[src/hdl/baro_temp_press_compensation_core_macros.svh]
// Assertion macros shared by the compensation core
`ifndef BARO_TEMP_PRESS_COMPENSATION_CORE_MACROS_SVH
`define BARO_TEMP_PRESS_COMPENSATION_CORE_MACROS_SVH

// same-cycle implication
`define BTPC_ASSERT_IMP(lbl, clk_s, rst_s, ante, cons) \
    lbl: assert property (@(posedge clk_s) disable iff (!rst_s) (ante) |-> (cons)) \
        else $error("btpc assertion failed");

// next-cycle implication
`define BTPC_ASSERT_NXT(lbl, clk_s, rst_s, ante, cons) \
    lbl: assert property (@(posedge clk_s) disable iff (!rst_s) (ante) |=> (cons)) \
        else $error("btpc assertion failed");

`endif

[src/hdl/btpc_pkg.sv]
// Types, constants and arithmetic helpers for the compensation core
package btpc_pkg;

    localparam int unsigned DIV_STEPS = 64;

    localparam logic [2:0] CFG_TEMP_COEF_1        = 3'd0;
    localparam logic [2:0] CFG_TEMP_COEF_2        = 3'd1;
    localparam logic [2:0] CFG_TEMP_COEF_3        = 3'd2;
    localparam logic [2:0] CFG_PRESS_COEF_1       = 3'd3;
    localparam logic [2:0] CFG_PRESS_COEFS_2_TO_5 = 3'd4;
    localparam logic [2:0] CFG_PRESS_COEFS_6_TO_9 = 3'd5;

    localparam logic signed [33:0] TEMP_OFFSET = 34'sd128000;
    localparam logic [20:0]        PRESS_FULL  = 21'd1048576;
    localparam logic [11:0]        PRESS_SCALE = 12'd3125;
    localparam logic [31:0]        ROUND_HALF  = 32'd128;
    localparam logic [31:0]        TEMP_MUL    = 32'd5;
    localparam logic [63:0]        PRESS_BIAS  = 64'h0000_8000_0000_0000;

    typedef struct packed {
        logic        [15:0] t1;
        logic signed [15:0] t2;
        logic signed [15:0] t3;
        logic        [15:0] p1;
        logic signed [15:0] p2;
        logic signed [15:0] p3;
        logic signed [15:0] p4;
        logic signed [15:0] p5;
        logic signed [15:0] p6;
        logic signed [15:0] p7;
        logic signed [15:0] p8;
        logic signed [15:0] p9;
    } cfg_t;

    typedef struct packed {
        logic signed [31:0] temp;
        logic signed [31:0] tfine;
        logic signed [33:0] x;
        logic        [19:0] adc_p;
    } temp_res_t;

    typedef struct packed {
        logic signed [31:0] temp;
        logic signed [31:0] tfine;
        logic        [63:0] num;
        logic        [63:0] den;
    } div_req_t;

    typedef struct packed {
        logic signed [31:0] temp;
        logic signed [31:0] tfine;
        logic        [63:0] quo;
        logic               inv;
    } div_res_t;

    function automatic logic [48:0] mul_lo_s(input logic [31:0] a, input logic signed [15:0] c);
        logic signed [48:0] ae;
        logic signed [48:0] ce;
        ae = $signed({17'd0, a});
        ce = 49'(c);
        return ae * ce;
    endfunction

    function automatic logic [31:0] mul_hi_s(input logic [31:0] a, input logic signed [15:0] c);
        return a * {{16{c[15]}}, c};
    endfunction

    function automatic logic [63:0] sext49(input logic [48:0] v);
        return {{15{v[48]}}, v};
    endfunction

endpackage

[src/hdl/btpc_temp.sv]
// Temperature pipeline: fine temperature and hundredths of a degree
module btpc_temp (
    input  logic                  clk,
    input  logic                  rst_n,
    input  logic                  en,
    input  logic                  in_valid,
    input  logic [19:0]           raw_temperature,
    input  logic [19:0]           raw_pressure,
    input  btpc_pkg::cfg_t        coef,
    output logic                  out_valid,
    output btpc_pkg::temp_res_t   out_data
);
    import btpc_pkg::*;

    localparam int STAGES = 4;

    logic [STAGES-1:0]  vld_reg;
    logic signed [18:0] a_w;
    logic signed [17:0] b_w;
    logic signed [34:0] m1_next;
    logic signed [35:0] m2_next;
    logic [31:0]        m1_reg;
    logic [31:0]        m2_reg;
    logic [19:0]        p1_reg;
    logic [19:0]        p2_reg;
    logic [19:0]        p3_reg;
    logic signed [31:0] tv1_next;
    logic signed [31:0] tv1_reg;
    logic signed [19:0] s_w;
    logic signed [35:0] m3_next;
    logic [31:0]        m3_reg;
    logic signed [31:0] tv2_w;
    logic signed [31:0] tfine_next;
    logic signed [31:0] tfine_reg;
    logic [31:0]        t5_w;
    temp_res_t          out_next;
    temp_res_t          out_reg;

    always_comb
    begin
        a_w        = $signed({2'b00, raw_temperature[19:3]}) - $signed({2'b00, coef.t1, 1'b0});
        b_w        = $signed({2'b00, raw_temperature[19:4]}) - $signed({2'b00, coef.t1});
        m1_next    = a_w * coef.t2;
        m2_next    = b_w * b_w;
        tv1_next   = $signed(m1_reg) >>> 11;
        s_w        = 20'($signed(m2_reg) >>> 12);
        m3_next    = s_w * coef.t3;
        tv2_w      = $signed(m3_reg) >>> 14;
        tfine_next = tv1_reg + tv2_w;
        t5_w       = tfine_reg * TEMP_MUL + ROUND_HALF;
        out_next.temp  = $signed(t5_w) >>> 8;
        out_next.tfine = tfine_reg;
        out_next.x     = $signed({{2{tfine_reg[31]}}, tfine_reg}) - TEMP_OFFSET;
        out_next.adc_p = p3_reg;
    end

    always_ff @(posedge clk or negedge rst_n)
    begin
        if (!rst_n)
        begin
            vld_reg <= '0;
        end
        else if (en)
        begin
            vld_reg <= {vld_reg[STAGES-2:0], in_valid};
        end
    end

    always_ff @(posedge clk)
    begin
        if (en)
        begin
            m1_reg    <= m1_next[31:0];
            m2_reg    <= m2_next[31:0];
            p1_reg    <= raw_pressure;
            tv1_reg   <= tv1_next;
            m3_reg    <= m3_next[31:0];
            p2_reg    <= p1_reg;
            tfine_reg <= tfine_next;
            p3_reg    <= p2_reg;
            out_reg   <= out_next;
        end
    end

    assign out_valid = vld_reg[STAGES-1];
    assign out_data  = out_reg;

endmodule

[config.mk]
export PLATFORM = sky130hd
export DESIGN_NAME = btpc_temp
export DESIGN_NICKNAME = d
export VERILOG_FILES = /design/src/hdl/baro_temp_press_compensation_core_macros.svh /design/src/hdl/btpc_pkg.sv /design/src/hdl/btpc_temp.sv
export SDC_FILE = /design/constraint.sdc
export NUM_CORES = 2
export LEC_CHECK = 0
export BUFFER_PORTS_ARGS = -buffer_cell sky130_fd_sc_hd__buf_2
export CAP_MARGIN = 30
export CORE_ASPECT_RATIO = 1.4
export CORE_MARGIN = 2
export CORE_UTILIZATION = 50
export CTS_BUF_LIST = sky130_fd_sc_hd__clkbuf_4 sky130_fd_sc_hd__clkbuf_8
export DETAILED_ROUTE_END_ITERATION = 10
export GPL_TIMING_DRIVEN = 1
export HOLD_SLACK_MARGIN = 0.03
export MAX_ROUTING_LAYER = met4
export PLACE_DENSITY_LB_ADDON = 0.25
export SLEW_MARGIN = 20
export SYNTH_ARGS = -nofsm -noshare
export SYNTH_HDL_FRONTEND = slang
export SYNTH_SLANG_ARGS = --single-unit
[constraint.sdc]
create_clock -name clk -period 13.13 [get_ports clk]
set_input_delay 0.6565 -clock clk [delete_from_list [all_inputs] [get_ports clk]]
set_output_delay 0.6565 -clock clk [all_outputs]
set_load 0.1 [all_outputs]
==> results.cfg <==
[finish]
largest_reg_flops = 79
synthToLayoutAreaGrowth_pct = 6.64
layout_cell_share_with_drive_strength_beyond_1_pct = 8.35
nets = 5445

[timing]
maxSlewViolCount = 0
max_slew.worst_pin.slew_ns = 0.826
relSlewSlack_pct = 44.9
finalHoldViolCount = 0
rsz0062_at_grt = no
final-setup-viol-count = 0
maxClockFrequency_mhz = 113
finalClockSkew_ns = 0.0511
finalCriticalPeriod_ns = 8.86
final.setup.tns_ns = 0
final_min_period_over_clock_period_pct = 67.5

[detailed_routing]
route.detailed.wl_per_inst_um = 17.3
wl_mm = 89.0
drt_first_pass_iters = 6
first_iteration_detailed_routing_drc_count = 1223
remaining_routing_drc_violations = 0
routed_via_density = 5.13
detail-route-antenna-nets = 0
via_count = 26400

[worst_setup_path]
crit-reg2reg-capture = m3_reg[31]$_DFFE_PP_
critical-path-max-stage-delay_ns = 0.61
timing.critical_path.buf_inv = 10
wp_data_arrival_ns = 9.15
setup.worst_path.start = raw_temperature[4]
worst_r2r_path_depth = 20
worst_path_slowest_cell = o31ai_2
worstSetupPathDepth = 35
cp_data_required_time_ns = 13.42
critPathCaptureType = flip-flop
timing.setup.critical_path_class = input port to flip-flop
critical-path-top-delay-family = adder cells
critPathCapture = m1_reg[31]$_DFFE_PP_
reg2reg_slack_ns = 6.42
reg2reg_from = m2_reg[22]$_DFFE_PP_
timing.critical_path.fanout_max = 28
start_kind = input port

[yosys]
main_synth_ff_type = edfxtp_1
syn_inst = 3939
synth-seq-area-share_pct = 18.2
synth_edf_count = 241
synth.avg_cell_area_um2 = 10.2
synth.distinct_cells = 79
post_synth_instance_area_um2 = 40300
syn-num-nets = 5329
synth_warnings = 0
async_flop_share_pct = 1.63
yosys.area.top_type = fa_1
ys_seq_elements = 245
synth_area_leaders = fa_1 (41%), edfxtp_1 (18%), ha_1 (10%)
synth_top_area_share_pct = 40.6

[floorplan]
chipWidth_um = 244
initial_core_util_pct = 50.3
floorplan.die_area_um2 = 82900
chipHeight_um = 340
rows = 123
floorplan.core_area_um2 = 80000
boundaryPins = 355

[global_routing]
grt_pass1_vias = 28900
globalRouteTotalUtil_pct = 23.1
grt_antenna_before_repair = 3
grt_max_degree = 111
globalRoute.totalOverflow = 0
wire_length_of_the_first_global_routing_pass_mm = 147

[worst_hold_path]
hold_path.class = input port to flip-flop

[place]
post-dp-hpwl_mm = 72.2
globalplace.congestion = 0.891
place.port_buffers = 207

[job]
max_cap_check_violation_count = 0

[cts]
worst_setup_hold_path_clk_slew_ns = 0.06
cts_buffer_depth = 3
worstSkewPairLatency_ns = 0.60
tritoncts.num_buffers = 39
cts_root_buffer = clkbuf_8
clock-sinks = 245
post_cts_resized = 0
cts_tree = done
ctsHtreeMaxLevel = 2

[outcome]
outcome = completed
[layout make-up]
type | instances | area [um^2]
repair buffers | 240 | 1310
flip-flops and latches | 245 | 7340
clock inverters | 21 | 171
fillers | 7237 | 37100
diodes | 3 | 7.51
well taps | 1062 | 1330
multi-input cells | 2546 | 28500
clock buffers | 48 | 604
inverters | 983 | 3690
[cells in the final DEF (no fill, tap or decap), types with 31 or more instances in the layout]
| cell | count |
|---|---|
| and2_1 | 212 |
| edfxtp_1 | 241 |
| a21oi_1 | 74 |
| buf_4 | 31 |
| a21o_1 | 42 |
| nand2_1 | 434 |
| buf_2 | 206 |
| inv_1 | 975 |
| xnor2_1 | 121 |
| nor2_1 | 133 |
| fa_1 | 817 |
| nor3_1 | 41 |
| nand2b_1 | 31 |
| nand3_1 | 39 |
| clkbuf_8 | 39 |
| xor2_1 | 35 |
| o21ai_0 | 31 |
| ha_1 | 337 |
[metal layers]
| layer | GRT usage [%] | up-vias | share of wire [%] |
|---|---|---|---|
| met2 | 42.9 | 643 | 56 |
| met4 | 8.61 | 0 | 3.7 |
| li1 | - | 12100 | - |
| met5 | - | - | 0 |
| met1 | 25.9 | 13500 | 37 |
| met3 | 1.62 | 169 | 4.0 |
[kinds of logic after synthesis]
logic type / after synthesis / share of synthesized area (%)
flops: 245 / 18.2
buf+inv: 1148 / 11.1
xor+xnor: 163 / 3.64
mux: 4 / 0.112
fa+ha+maj: 1154 / 51.1
simple gates: 966 / 11.3
compound gates: 259 / 4.53
[synthesized netlist by cell type (31+ instances only)]
cell type    n
inv_1      975
nor3_1      41
xor2_1      36
edfxtp_1   241
nor2_1     134
nand2_1    434
nand2b_1    31
buf_4       40
xnor2_1    123
clkbuf_1   117
fa_1       817
nand3_1     39
a21oi_1     75
and2_1     212
ha_1       337
a21o_1      42
o21ai_0     31
[through the flow]
| step | worst slack, ns | std cells | instance area, um^2 | util, % | hold WS (ns) |
|---|---|---|---|---|---|
| finish | 4.27 | 5148 | 42900 | 53.7 | 0.266 |
| global route | 3.78 | 5148 | 42900 | 53.7 | 0.228 |
| CTS | 4.26 | 5144 | 42900 | 53.6 | 0.214 |
| detailed placement | 3.66 | 5074 | 42100 | 52.6 | 0.405 |
| global placement | 3.79 | 5074 | 42100 | 52.6 | 0.401 |
| floorplan | 4.94 | 3939 | 40300 | - | 0.361 |
[how the worst min path moves through the flow]
stage	from	to	slack, ns	cells after the start
3_5_place_dp	p1_reg[17]$_DFFE_PP_	p2_reg[17]$_DFFE_PP_	0.40	0
4_1_cts	raw_pressure[6]	p1_reg[6]$_DFFE_PP_	0.21	1
6_report	raw_pressure[17]	p1_reg[17]$_DFFE_PP_	0.27	1
5_1_grt	raw_pressure[9]	p1_reg[9]$_DFFE_PP_	0.23	1
2_1_floorplan	rst_n	vld_reg[0]$_DFFE_PN0P_	0.36	0
3_3_place_gp	p1_reg[10]$_DFFE_PP_	p2_reg[10]$_DFFE_PP_	0.40	0
[worst register-to-register path: stages, from the launching register on]
cell and delay [ns]:
edfxtp_1 0.82, nand2_1 0.19, fa_1 0.58, inv_1 0.06, fa_1 0.46, fa_1 0.53
fa_1 0.55, inv_1 0.06, fa_1 0.47, inv_1 0.05, fa_1 0.44, ha_1 0.30
a21o_1 0.19, a21o_1 0.17, a21oi_1 0.13, o21ai_0 0.09, a21o_1 0.28, o211ai_1 0.34
o211ai_1 0.17, a31oi_1 0.22, xnor2_1 0.29
[timing repair]
| action | 4_1_cts | 5_1_grt |
|---|---|---|
| hold endpoints to repair | 4 | 0 |
| setup buffers | 0 | 0 |
| hold buffers | 1 | 0 |
Power is left out: the tool's default activity adds up to more than one toggle a clock period on the data nets, which glitch-free logic cannot reach.
